File: src/hdl/htc_pkg.sv
// Shared types, constants and weight functions for the hole template correlator.
// Used by htc_accum, htc_engine and hole_template_correlator_top; no dependencies.
package htc_pkg;

    // Default candidate shape.
    localparam int RING_POINTS_DEF  = 11;
    localparam int TOTAL_POINTS_DEF = 16;

    // Template weights.
    localparam logic [6:0] W_RING   = 7'd70;
    localparam logic [6:0] W_CENTER = 7'd20;
    localparam logic [6:0] W_INNER  = 7'd40;

    // Field widths.
    localparam int PIX_W   = 8;
    localparam int THR_W   = 17;
    localparam int LIM_W   = 14;
    localparam int SCORE_W = 18;
    localparam int MAG_W   = 17;

    // Accumulator widths, sized for the largest candidate of 32 points.
    localparam int SUM_W = 13;
    localparam int SQ_W  = 21;
    localparam int WS_W  = 20;

    // Datapath widths of the shared unit.
    localparam int MUL_A_W = 33;
    localparam int MUL_B_W = 27;
    localparam int MUL_P_W = MUL_A_W + MUL_B_W;
    localparam int M_W     = 50;
    localparam int REM_W   = M_W + 1;
    localparam int TQ_W    = 33;
    localparam int VAR_W   = 28;
    localparam int S_W     = 27;

    // Register map, selected by paddr[2].
    localparam logic REG_MATCH_THRESHOLD = 1'b0;
    localparam logic REG_VARIANCE_LIMIT  = 1'b1;

    typedef enum logic [3:0] {
        S_IDLE, S_VMUL, S_VCMP, S_CSQ, S_CMB, S_CS, S_CP, S_CM,
        S_DIV, S_SQRT, S_P1, S_P2, S_DONE
    } t_state;

    // Accumulator events, registered and seen in the cycle after the sample that causes them.
    typedef struct packed {
        logic ring_hit;
        logic last_hit;
    } t_acc_status;

    typedef struct packed {
        logic                      ring_variance_ok_2;
        logic                      ring_variance_ok_1;
        logic                      ring_variance_ok_0;
        logic signed [SCORE_W-1:0] green_score;
        logic signed [SCORE_W-1:0] score_product;
        logic                      is_hole;
    } t_result;

    typedef logic [2:0][SUM_W-1:0] t_sum_arr;
    typedef logic [2:0][SQ_W-1:0]  t_sq_arr;
    typedef logic [2:0][WS_W-1:0]  t_ws_arr;

    // Weight of sample idx.
    function automatic logic [6:0] weight_of(input int idx, input int ring);
        logic [6:0] w;
        if (idx < ring)       w = W_RING;
        else if (idx == ring) w = W_CENTER;
        else                  w = W_INNER;
        return w;
    endfunction

    // Sum of weights over a candidate, elaboration time only.
    function automatic int weight_sum(input int ring, input int total);
        int s;
        s = 0;
        for (int i = 0; i < total; i++) s += int'(weight_of(i, ring));
        return s;
    endfunction

    // Sum of squared weights over a candidate, elaboration time only.
    function automatic int weight_sq_sum(input int ring, input int total);
        int s;
        s = 0;
        for (int i = 0; i < total; i++) s += int'(weight_of(i, ring)) * int'(weight_of(i, ring));
        return s;
    endfunction

endpackage

File: src/hdl/htc_accum.sv
// Per-channel running sums, square sums and weighted sums with the sample counter.
// Depends on htc_pkg.
module htc_accum #(
    parameter int RING_POINTS  = htc_pkg::RING_POINTS_DEF,
    parameter int TOTAL_POINTS = htc_pkg::TOTAL_POINTS_DEF
) (
    input  logic                     i_clk,
    input  logic                     i_rst_n,
    input  logic                     i_accept,
    input  logic [3*htc_pkg::PIX_W-1:0] i_pixel,  // red, green, blue from bit 0 up
    input  logic                     i_clear,
    output htc_pkg::t_acc_status     o_status,
    output htc_pkg::t_sum_arr        o_sum,
    output htc_pkg::t_sq_arr         o_sq,
    output htc_pkg::t_ws_arr         o_ws
);
    import htc_pkg::*;

    localparam int IDX_W = $clog2(TOTAL_POINTS + 1);
    localparam logic [IDX_W-1:0] RING_IDX  = IDX_W'(RING_POINTS);
    localparam logic [IDX_W-1:0] TOTAL_IDX = IDX_W'(TOTAL_POINTS);

    logic [IDX_W-1:0] r_idx, n_idx;
    t_sum_arr         r_sum;
    t_sq_arr          r_sq;
    t_ws_arr          r_ws;
    t_acc_status      r_status;
    logic [6:0]       weight;

    assign weight = weight_of(int'(r_idx), RING_POINTS);
    assign n_idx  = r_idx + 1'b1;

    // Counter and event flags.
    always_ff @(posedge i_clk) begin
        if (!i_rst_n || i_clear) begin
            r_idx    <= '0;
            r_status <= '0;
        end else begin
            r_status.ring_hit <= i_accept && (n_idx == RING_IDX);
            r_status.last_hit <= i_accept && (n_idx == TOTAL_IDX);
            if (i_accept) r_idx <= n_idx;
        end
    end

    // Running sums, one update per accepted sample.
    always_ff @(posedge i_clk) begin
        if (!i_rst_n || i_clear) begin
            r_sum <= '0;
            r_sq  <= '0;
            r_ws  <= '0;
        end else if (i_accept) begin
            for (int c = 0; c < 3; c++) begin
                r_sum[c] <= r_sum[c] + SUM_W'(i_pixel[c*PIX_W +: PIX_W]);
                r_sq[c]  <= r_sq[c] + SQ_W'({8'd0, i_pixel[c*PIX_W +: PIX_W]}
                                            * {8'd0, i_pixel[c*PIX_W +: PIX_W]});
                r_ws[c]  <= r_ws[c] + WS_W'({7'd0, i_pixel[c*PIX_W +: PIX_W]} * {8'd0, weight});
            end
        end
    end

    assign o_status = r_status;
    assign o_sum    = r_sum;
    assign o_sq     = r_sq;
    assign o_ws     = r_ws;

endmodule

File: src/hdl/htc_engine.sv
// Sequencer and shared multiply/divide/root datapath: ring variance check,
// per-channel correlation and score product. Depends on htc_pkg.
module htc_engine #(
    parameter int RING_POINTS  = htc_pkg::RING_POINTS_DEF,
    parameter int TOTAL_POINTS = htc_pkg::TOTAL_POINTS_DEF
) (
    input  logic                        i_clk,
    input  logic                        i_rst_n,
    input  htc_pkg::t_acc_status        i_status,
    input  htc_pkg::t_sum_arr           i_sum,
    input  htc_pkg::t_sq_arr            i_sq,
    input  htc_pkg::t_ws_arr            i_ws,
    input  logic [htc_pkg::THR_W-1:0]   i_threshold,
    input  logic [htc_pkg::LIM_W-1:0]   i_limit,
    input  logic                        i_out_free,
    output logic                        o_ready,
    output logic                        o_emit,
    output logic                        o_clear,
    output htc_pkg::t_result            o_result
);
    import htc_pkg::*;

    localparam int SA  = weight_sum(RING_POINTS, TOTAL_POINTS);
    localparam int SA2 = weight_sq_sum(RING_POINTS, TOTAL_POINTS);
    localparam int MA  = TOTAL_POINTS * SA2 - SA * SA;
    localparam logic        MA_POS = (MA > 0);
    localparam logic [22:0] MA_K   = 23'(MA);
    localparam logic [11:0] SA_K   = 12'(SA);
    localparam logic [5:0]  TOT_K  = 6'(TOTAL_POINTS);
    localparam logic [4:0]  RING_K = 5'(RING_POINTS);
    localparam logic [8:0]  RING_SQ_K = 9'(RING_POINTS * RING_POINTS);

    t_state               r_state, n_state;
    logic [1:0]           r_ch;
    logic                 r_pend_last;
    logic [2:0]           r_quiet;
    logic [5:0]           r_cnt;
    logic [TQ_W-1:0]      r_tmp;
    logic signed [VAR_W-1:0] r_mb;
    logic signed [S_W-1:0]   r_s;
    logic [M_W-1:0]       r_p;
    logic [M_W-1:0]       r_m;
    logic [REM_W-1:0]     r_rem;
    logic [TQ_W-1:0]      r_q;
    logic [MAG_W-1:0]     r_root;
    logic [2:0][MAG_W-1:0] r_mag;
    logic [2:0]           r_neg;
    t_result              r_res;

    logic [MUL_A_W-1:0]   mul_a;
    logic [MUL_B_W-1:0]   mul_b;
    logic [MUL_P_W-1:0]   mul_p;
    logic [MAG_W-1:0]     trial;
    logic                 root_ok;
    logic                 div_ge;
    logic [M_W-1:0]       div_diff;
    logic signed [VAR_W-1:0] var_lhs, var_rhs;
    logic [S_W-2:0]       s_abs;
    logic                 zero_den;
    logic                 last_ch;
    logic [MAG_W-1:0]     prod_mag;
    logic                 prod_neg;
    logic signed [SCORE_W-1:0] score, green;
    logic signed [SCORE_W-1:0] thr_s;

    // Shared multiplier operand selection.
    assign trial = r_root | (MAG_W'(1) << r_cnt[4:0]);
    assign s_abs = r_s[S_W-1] ? (S_W-1)'(-r_s) : r_s[S_W-2:0];
    always_comb begin
        mul_a = '0;
        mul_b = '0;
        case (r_state)
            S_VMUL, S_CSQ: begin
                mul_a = MUL_A_W'(i_sum[r_ch]);
                mul_b = MUL_B_W'(i_sum[r_ch]);
            end
            S_CP: begin
                mul_a = MUL_A_W'(s_abs);
                mul_b = MUL_B_W'(s_abs);
            end
            S_CM: begin
                mul_a = MUL_A_W'(r_mb[MUL_B_W-1:0]);
                mul_b = MUL_B_W'(MA_K);
            end
            S_SQRT: begin
                mul_a = MUL_A_W'(trial);
                mul_b = MUL_B_W'(trial);
            end
            S_P1: begin
                mul_a = MUL_A_W'(r_mag[0]);
                mul_b = MUL_B_W'(r_mag[1]);
            end
            S_P2: begin
                mul_a = r_tmp;
                mul_b = MUL_B_W'(r_mag[2]);
            end
            default: begin
                mul_a = '0;
                mul_b = '0;
            end
        endcase
    end
    assign mul_p = mul_a * mul_b;

    // Compare and subtract terms.
    assign root_ok  = (mul_p[TQ_W:0] <= {1'b0, r_q});
    assign div_ge   = (r_rem >= {1'b0, r_m});
    assign div_diff = div_ge ? M_W'(r_rem - {1'b0, r_m}) : r_rem[M_W-1:0];
    assign var_lhs  = $signed(VAR_W'(RING_K) * VAR_W'(i_sq[r_ch])) - $signed(VAR_W'(r_tmp));
    assign var_rhs  = $signed(VAR_W'(RING_SQ_K) * VAR_W'(i_limit));
    assign zero_den = !MA_POS || (r_mb <= 0);
    assign last_ch  = (r_ch == 2'd2);

    // Score product and pass test.
    assign prod_mag = MAG_W'(mul_p >> 32);
    assign prod_neg = r_neg[0] ^ r_neg[1] ^ r_neg[2];
    assign score    = prod_neg ? -$signed({1'b0, prod_mag}) : $signed({1'b0, prod_mag});
    assign green    = r_neg[1] ? -$signed({1'b0, r_mag[1]}) : $signed({1'b0, r_mag[1]});
    assign thr_s    = $signed({1'b0, i_threshold});

    // Next state.
    always_comb begin
        n_state = r_state;
        unique case (r_state)
            S_IDLE: begin
                if (i_status.ring_hit)      n_state = S_VMUL;
                else if (i_status.last_hit) n_state = S_CSQ;
            end
            S_VMUL: n_state = S_VCMP;
            S_VCMP: begin
                if (!last_ch)         n_state = S_VMUL;
                else if (r_pend_last) n_state = S_CSQ;
                else                  n_state = S_IDLE;
            end
            S_CSQ: n_state = S_CMB;
            S_CMB: n_state = S_CS;
            S_CS:  n_state = S_CP;
            S_CP:  n_state = S_CM;
            S_CM: begin
                if (!zero_den)   n_state = S_DIV;
                else if (last_ch) n_state = S_P1;
                else             n_state = S_CSQ;
            end
            S_DIV:  if (r_cnt == 6'd32) n_state = S_SQRT;
            S_SQRT: begin
                if (r_cnt == 6'd0) n_state = last_ch ? S_P1 : S_CSQ;
            end
            S_P1:   n_state = S_P2;
            S_P2:   n_state = S_DONE;
            S_DONE: if (i_out_free) n_state = S_IDLE;
            default: n_state = S_IDLE;
        endcase
    end

    // Handshake outputs.
    always_comb begin
        o_ready = (r_state == S_IDLE) && !i_status.ring_hit && !i_status.last_hit;
        o_emit  = (r_state == S_DONE) && i_out_free;
        o_clear = o_emit;
    end

    // Control registers.
    always_ff @(posedge i_clk) begin
        if (!i_rst_n) begin
            r_state     <= S_IDLE;
            r_ch        <= '0;
            r_pend_last <= 1'b0;
            r_quiet     <= '0;
            r_cnt       <= '0;
        end else begin
            r_state <= n_state;
            case (r_state)
                S_IDLE: begin
                    r_ch        <= '0;
                    r_pend_last <= i_status.last_hit;
                end
                S_VCMP: begin
                    r_quiet[r_ch] <= (var_lhs < var_rhs);
                    r_ch          <= last_ch ? 2'd0 : r_ch + 1'b1;
                end
                S_CM: begin
                    r_cnt <= '0;
                    if (zero_den) r_ch <= r_ch + 1'b1;
                end
                S_DIV:  r_cnt <= (r_cnt == 6'd32) ? 6'd16 : r_cnt + 1'b1;
                S_SQRT: begin
                    r_cnt <= r_cnt - 1'b1;
                    if (r_cnt == 6'd0) r_ch <= r_ch + 1'b1;
                end
                S_DONE: if (i_out_free) r_quiet <= '0;
                default: ;
            endcase
        end
    end

    // Datapath registers.
    always_ff @(posedge i_clk) begin
        case (r_state)
            S_VMUL, S_CSQ: r_tmp <= mul_p[TQ_W-1:0];
            S_CMB: r_mb <= $signed(VAR_W'(TOT_K) * VAR_W'(i_sq[r_ch])) - $signed(VAR_W'(r_tmp));
            S_CS:  r_s  <= $signed(S_W'(TOT_K) * S_W'(i_ws[r_ch]))
                           - $signed(S_W'(SA_K) * S_W'(i_sum[r_ch]));
            S_CP:  r_p  <= mul_p[M_W-1:0];
            S_CM: begin
                r_m    <= mul_p[M_W-1:0];
                r_rem  <= {1'b0, r_p};
                r_q    <= '0;
                r_root <= '0;
                r_neg[r_ch] <= r_s[S_W-1];
                if (zero_den) r_mag[r_ch] <= '0;
            end
            S_DIV: begin
                r_q   <= {r_q[TQ_W-2:0], div_ge};
                r_rem <= {div_diff, 1'b0};
            end
            S_SQRT: begin
                if (root_ok) r_root <= trial;
                if (r_cnt == 6'd0) r_mag[r_ch] <= root_ok ? trial : r_root;
            end
            S_P1: r_tmp <= mul_p[TQ_W-1:0];
            S_P2: begin
                r_res.is_hole            <= (green > thr_s) && (score > thr_s) && (&r_quiet);
                r_res.score_product      <= score;
                r_res.green_score        <= green;
                r_res.ring_variance_ok_0 <= r_quiet[0];
                r_res.ring_variance_ok_1 <= r_quiet[1];
                r_res.ring_variance_ok_2 <= r_quiet[2];
            end
            default: ;
        endcase
    end

    assign o_result = r_res;

    // The division remainder stays below twice the denominator.
    assert property (@(posedge i_clk) disable iff (!i_rst_n)
        (r_state == S_DIV) |-> (r_rem < {r_m, 1'b0}))
        else $error("division remainder out of range");

    // The partial root never exceeds the root of the quotient.
    assert property (@(posedge i_clk) disable iff (!i_rst_n)
        (r_state == S_SQRT) |-> (({17'd0, r_root} * {17'd0, r_root}) <= {1'b0, r_q}))
        else $error("partial root too large");

    // Channel magnitudes stay within one in Q.16 before the product.
    assert property (@(posedge i_clk) disable iff (!i_rst_n)
        (r_state == S_P1) |-> (r_mag[0] <= 17'd65536 && r_mag[1] <= 17'd65536
                               && r_mag[2] <= 17'd65536))
        else $error("channel score magnitude above one");

    // After a result leaves, the sequencer is idle and the flags are cleared.
    assert property (@(posedge i_clk) disable iff (!i_rst_n)
        o_emit |=> (r_state == S_IDLE) && (r_quiet == 3'd0))
        else $error("sequencer not idle after result");

endmodule

File: src/hdl/hole_template_correlator_top.sv
// Top level of the hole template correlator: stream ports, register port and result register.
// Depends on htc_pkg, htc_accum and htc_engine.
//
// Each candidate is a run of TOTAL_POINTS RGB samples, one per request: the first
// RING_POINTS are ring points, then the centre, then inner points. Samples are taken one
// per cycle; after the sample that closes the ring the input stalls while the shared
// multiplier checks the ring variance of the three channels. After the last sample
// the input stalls while the same multiplier, a 33-step restoring divider and a 17-step
// root search score each channel one after another; a channel with zero variance skips
// the divider and the root search. The result then sits in an output register, and the
// next candidate's samples are taken meanwhile; a new result waits until the previous
// one has gone, and no samples are taken while it waits.
module hole_template_correlator_top #(
    parameter int RING_POINTS  = htc_pkg::RING_POINTS_DEF,
    parameter int TOTAL_POINTS = htc_pkg::TOTAL_POINTS_DEF
) (
    input  logic        i_clk,
    input  logic        i_rst_n,
    input  logic        s_axis_tvalid,
    output logic        s_axis_tready,
    input  logic [23:0] s_axis_tdata,   // sample_red, sample_green, sample_blue
    output logic        m_axis_tvalid,
    input  logic        m_axis_tready,
    output logic [39:0] m_axis_tdata,   // is_hole, score_product, green_score, ring_variance_ok
    input  logic        psel,
    input  logic        penable,
    input  logic        pwrite,
    input  logic [2:0]  paddr,
    input  logic [31:0] pwdata,
    output logic [31:0] prdata,
    output logic        pready
);
    import htc_pkg::*;

    logic [THR_W-1:0] r_threshold;
    logic [LIM_W-1:0] r_limit;
    logic             r_out_valid;
    t_result          r_out;
    t_acc_status      status;
    t_sum_arr         sums;
    t_sq_arr          sqs;
    t_ws_arr          wss;
    t_result          result;
    logic             accept, out_free, emit, clear, ready;

    // Register port.
    assign pready = 1'b1;
    always_ff @(posedge i_clk) begin
        if (!i_rst_n) begin
            r_threshold <= THR_W'(45875);
            r_limit     <= LIM_W'(1024);
        end else if (psel && penable && pwrite) begin
            unique case (paddr[2])
                REG_MATCH_THRESHOLD: r_threshold <= pwdata[THR_W-1:0];
                REG_VARIANCE_LIMIT:  r_limit     <= pwdata[LIM_W-1:0];
                default: ;
            endcase
        end
    end
    always_comb begin
        unique case (paddr[2])
            REG_MATCH_THRESHOLD: prdata = 32'(r_threshold);
            REG_VARIANCE_LIMIT:  prdata = 32'(r_limit);
            default:             prdata = '0;
        endcase
    end

    assign s_axis_tready = ready;
    assign accept        = s_axis_tvalid && ready;

    htc_accum #(
        .RING_POINTS (RING_POINTS),
        .TOTAL_POINTS(TOTAL_POINTS)
    ) u_accum (
        .i_clk   (i_clk),
        .i_rst_n (i_rst_n),
        .i_accept(accept),
        .i_pixel (s_axis_tdata),
        .i_clear (clear),
        .o_status(status),
        .o_sum   (sums),
        .o_sq    (sqs),
        .o_ws    (wss)
    );

    htc_engine #(
        .RING_POINTS (RING_POINTS),
        .TOTAL_POINTS(TOTAL_POINTS)
    ) u_engine (
        .i_clk      (i_clk),
        .i_rst_n    (i_rst_n),
        .i_status   (status),
        .i_sum      (sums),
        .i_sq       (sqs),
        .i_ws       (wss),
        .i_threshold(r_threshold),
        .i_limit    (r_limit),
        .i_out_free (out_free),
        .o_ready    (ready),
        .o_emit     (emit),
        .o_clear    (clear),
        .o_result   (result)
    );

    // Output register.
    assign out_free = !r_out_valid || m_axis_tready;
    always_ff @(posedge i_clk) begin
        if (!i_rst_n) begin
            r_out_valid <= 1'b0;
        end else if (emit) begin
            r_out_valid <= 1'b1;
        end else if (m_axis_tready) begin
            r_out_valid <= 1'b0;
        end
    end
    always_ff @(posedge i_clk) begin
        if (emit) r_out <= result;
    end

    assign m_axis_tvalid = r_out_valid;
    assign m_axis_tdata  = r_out;

endmodule
File: config.mk
export PLATFORM = sky130hd
export DESIGN_NAME = hole_template_correlator_top
export DESIGN_NICKNAME = d
export VERILOG_FILES = /design/src/hdl/htc_pkg.sv /design/src/hdl/htc_accum.sv /design/src/hdl/htc_engine.sv /design/src/hdl/hole_template_correlator_top.sv
export SDC_FILE = /design/constraint.sdc
export NUM_CORES = 2
export LEC_CHECK = 0
export ABC_AREA = 1
export BUFFER_PORTS_ARGS = -buffer_cell sky130_fd_sc_hd__buf_4
export CAP_MARGIN = 20
export CORE_ASPECT_RATIO = 0.75
export CORE_MARGIN = 10
export CORE_UTILIZATION = 66
export CTS_CLUSTER_DIAMETER = 200
export CTS_CLUSTER_SIZE = 14
export DETAILED_ROUTE_END_ITERATION = 10
export PLACE_DENSITY = 0.83
export SETUP_SLACK_MARGIN = 0.3
export SYNTH_ARGS = -nofsm -noshare
export SYNTH_HDL_FRONTEND = slang
export SYNTH_SLANG_ARGS = --single-unit
File: constraint.sdc
create_clock -name i_clk -period 11.8 [get_ports i_clk]
set_clock_uncertainty 0.05 [all_clocks]
set_input_delay 0.59 -clock i_clk [delete_from_list [all_inputs] [get_ports i_clk]]
set_output_delay 0.59 -clock i_clk [all_outputs]
set_load 0.05 [all_outputs]
==> results.py <==
metrics = {
    "worst_setup_path": {
        "path_max_fanout": 21,
        "critical-path-slowest-cell": "fa_1",
        "cp-end-kind": "register",
        "worstPathArrival_ns": 11.46,
        "crit_path_start_kind": "register",
        "path_common_cell": "inv_1",
        "max_stage_delay_ns": 0.55,
        "r2r_slack_ns": 0.68,
        "required_ns": 12.14,
        "worstSetupPathType": "reg2reg",
    },
    "placement": {
        "routabilityCongestion": 1.03,
        "hpwl_um": 207000,
        "port_buffers": 107,
        "post-place-ws_ns": 0.630,
    },
    "route": {
        "drt_pass1_iterations": 6,
        "remaining_drc_errors": 0,
        "wl_per_cell_um": 21.4,
        "vias": 69131,
        "wirelength_um": 255000,
        "drtIter0Drc": 8122,
        "ant_nets": 0,
        "via_per_inst": 5.82,
    },
    "clock_tree": {
        "path_clk_slew_ns": 0.09,
        "clock-sinks": 634,
        "h-tree-depth": 2,
        "cts_root_buf": "clkbuf_16",
        "cts_tree": "yes",
        "clk_latency_ns": 0.68,
        "clock_path_buffers": 3,
        "cts_buffers": 51,
    },
    "final_layout": {
        "drive_above_1_share": 0.0509,
        "fin_util": 0.707,
        "nets": 12107,
        "area_growth_pct": 6.05,
    },
    "grt": {
        "grt.overflow.total": 0,
        "grt_max_degree": 97,
        "grt_pass1_wl_um": 395000,
        "grt_usage": 0.366,
        "first_global_vias": 69231,
        "antenna_found_initial": 9,
    },
    "sta": {
        "finalWorstSetupSlack_ns": 0.683,
        "holdWs_ns": 0.107,
        "clock.fmax_mhz": 90.0,
        "setup_viol_count_final": 0,
        "period_minus_slack_ns": 11.12,
        "tns_ns": 0,
        "hold_viol_final": 0,
        "rsz0062_at_grt": "false",
        "tightest_slew_ns": 1.16,
        "slew_headroom": 0.219,
        "final-max-slew-violation-count": 0,
        "post-route-period-util": 0.942,
    },
    "power_and_ir_drop": {
        "powerDensity_mw_per_mm2": 286,
        "p_sw_frac": 0.554,
        "clkPwrFrac": 0.068,
        "switchingPower_w": 0.0137,
        "peakVddDrop_uv": 1170,
        "power_w": 0.0248,
        "p_leak_nw": 45.5,
        "p_int_w": 0.0110,
        "power_frac_comb": 0.800,
        "pwr-share-seq": 0.132,
    },
    "synthesis": {
        "synth.area.top_cells": "fa_1, edfxtp_1, ha_1",
        "synth_area_mm2": 0.0816,
        "yosysUniqueCellTypes": 71,
        "ys_seq_area_frac": 0.207,
        "synth_ff_type": "edfxtp_1",
        "syn_area_per_cell_um2": 8.10,
        "synth_enable_flop_cells": 420,
        "netlist_top_cells_count": "inv_1, nand2_1, fa_1",
        "yosys.area.top_type": "fa_1",
        "synth_cells": 10079,
        "yosysMostFrequentCell": "inv_1",
        "synth_seq_cells": 634,
        "async_flop_share": 0,
        "yosysTopAreaCellShare": 0.255,
        "ys_warn_count": 0,
    },
    "worst_hold_path": {
        "hp-class": "in2reg",
    },
    "floorplanning": {
        "core-area_mm2": 0.122,
        "die_h_um": 325,
        "rows": 111,
        "io_pins": 141,
        "fp.dieArea_mm2": 0.138,
        "die_w_um": 426,
        "initial_core_util": 0.667,
    },
    "job": {
        "drv_cap": 0,
    },
    "outcome": {
        "status": "finished clean",
    },
}
[power by group through the flow]
stage,sequential [W],clock [W],combinational (W)
2_1_floorplan,0.00322,0,0.0144
3_3_place_gp,0.00330,0,0.0187
3_5_place_dp,0.00331,0,0.0194
4_1_cts,0.00326,0.00169,0.0195
5_1_grt,0.00329,0.00177,0.0222
6_report,0.00327,0.00168,0.0198
[metrics by stage]
| step | cells | cell area (um2) |
|---|---|---|
| 2_1_floorplan | 10167 | 82000 |
| 3_3_place_gp | 11791 | 84900 |
| 3_5_place_dp | 11792 | 84900 |
| 4_1_cts | 11869 | 86300 |
| 5_1_grt | 11877 | 86600 |
| 6_report | 11879 | 86600 |
[final timing paths]
| kind | to | depth (start not counted) | startpoint |
|---|---|---|---|
| worst max register to register | u_engine.o_result[0]$_DFFE_PN_ | 45 | u_engine.r_state[0]$_SDFFE_PN0P_ |
| worst min register to register | m_axis_tdata[2]$_DFFE_PP_ | 0 | u_engine.o_result[2]$_DFFE_PN_ |
| worst max-delay path | u_engine.o_result[0]$_DFFE_PN_ | 45 | u_engine.r_state[0]$_SDFFE_PN0P_ |
| worst min-delay path | r_threshold[9]$_SDFFE_PN1P_ | 3 | pwdata[9] |
[critical path: cells and delay by family, from the launching register on]
family,cells,cell delay [ns]
compound gates,10,2.44
xor+xnor,1,0.22
fa+ha+maj,9,4.21
buf+inv,11,1.63
flops,1,0.41
simple gates,14,1.86
[placed cells by master (no fill, tap or decap), types with 12 or more instances in the layout]
cell	n
a221oi_1	12
a21oi_1	660
clkbuf_1	22
a31oi_1	32
nor2_2	27
xor2_1	213
o21a_1	30
ha_1	785
dfxtp_1	213
o21ai_1	34
fa_1	1036
nand4_1	60
o21bai_1	33
inv_1	2335
nor2_4	12
clkbuf_16	52
nand2_1	1835
a21o_1	28
nand3_1	214
conb_1	90
inv_2	33
a211oi_1	18
a21boi_0	13
xnor2_1	116
edfxtp_1	420
nand2_2	27
or2_2	17
o211ai_1	26
buf_4	267
nor4_1	25
nor3_1	62
o21ai_0	513
nor2_1	820
[registers in the layout, summed over array words and instances (netlist names), 2 cells and up]
register	flops
r_limit	14
u_engine.r_tmp	33
u_accum.o_sum	39
u_engine.r_q	33
u_accum.o_sq	63
u_engine.r_quiet	3
u_engine.r_m	50
m_axis_tdata	40
u_engine.o_result	40
u_engine.r_s	24
u_engine.r_p	50
u_accum.o_ws	57
u_engine.r_mag	51
u_accum.o_status	2
u_accum.r_idx	5
u_engine.r_ch	2
u_engine.r_rem	51
u_engine.r_state	4
r_threshold	17
u_engine.r_cnt	6
u_engine.r_neg	3
u_engine.r_mb	28
u_engine.r_root	17
[area by class of cell]
cell class | instances | area, um2
Fill cell | 9818 | 35900
Clock buffer | 74 | 1380
Clock inverter | 3 | 57.6
Tap cell | 1638 | 2050
Inverter | 2384 | 8970
Multi-Input combinational cell | 6864 | 55000
Antenna cell | 2 | 5.00
Timing Repair Buffer | 280 | 2220
Sequential cell | 634 | 16900
[kinds of logic (layout without fill, tap and decap cells)]
group / count (synthesis) / in the layout / synth area share
and+or+nand+nor: 3152 / 3152 / 0.158
AOI/OAI and AO/OA: 1460 / 1460 / 0.0974
buffers and inverters: 2669 / 2741 / 0.126
xor gates and xnor gates: 335 / 335 / 0.0359
DFF: 634 / 634 / 0.207
muxes: 1 / 1 / 0.000123
other: 2 / 92 / 0.0000920
adders and majority gates: 1826 / 1826 / 0.375
[metal layers]
| metal | share of wire | wire length (um) | vias to the layer above | track usage |
|---|---|---|---|---|
| met3 | 0.15 | 38000 | 593 | 0.124 |
| met2 | 0.40 | 101000 | 4056 | 0.512 |
| met4 | 0.040 | 10200 | 14 | 0.124 |
| met1 | 0.41 | 105000 | 33156 | 0.529 |
| met5 | 0.00034 | 87 | - | 0 |
| li1 | - | - | 31312 | - |
[timing repair]
action	CTS	global route
setup endpoints to repair	0	69
gates resized for setup	0	44
buffers inserted	0	4
hold buffers	0	0
Note: power is estimated with default switching activity, not from simulation.
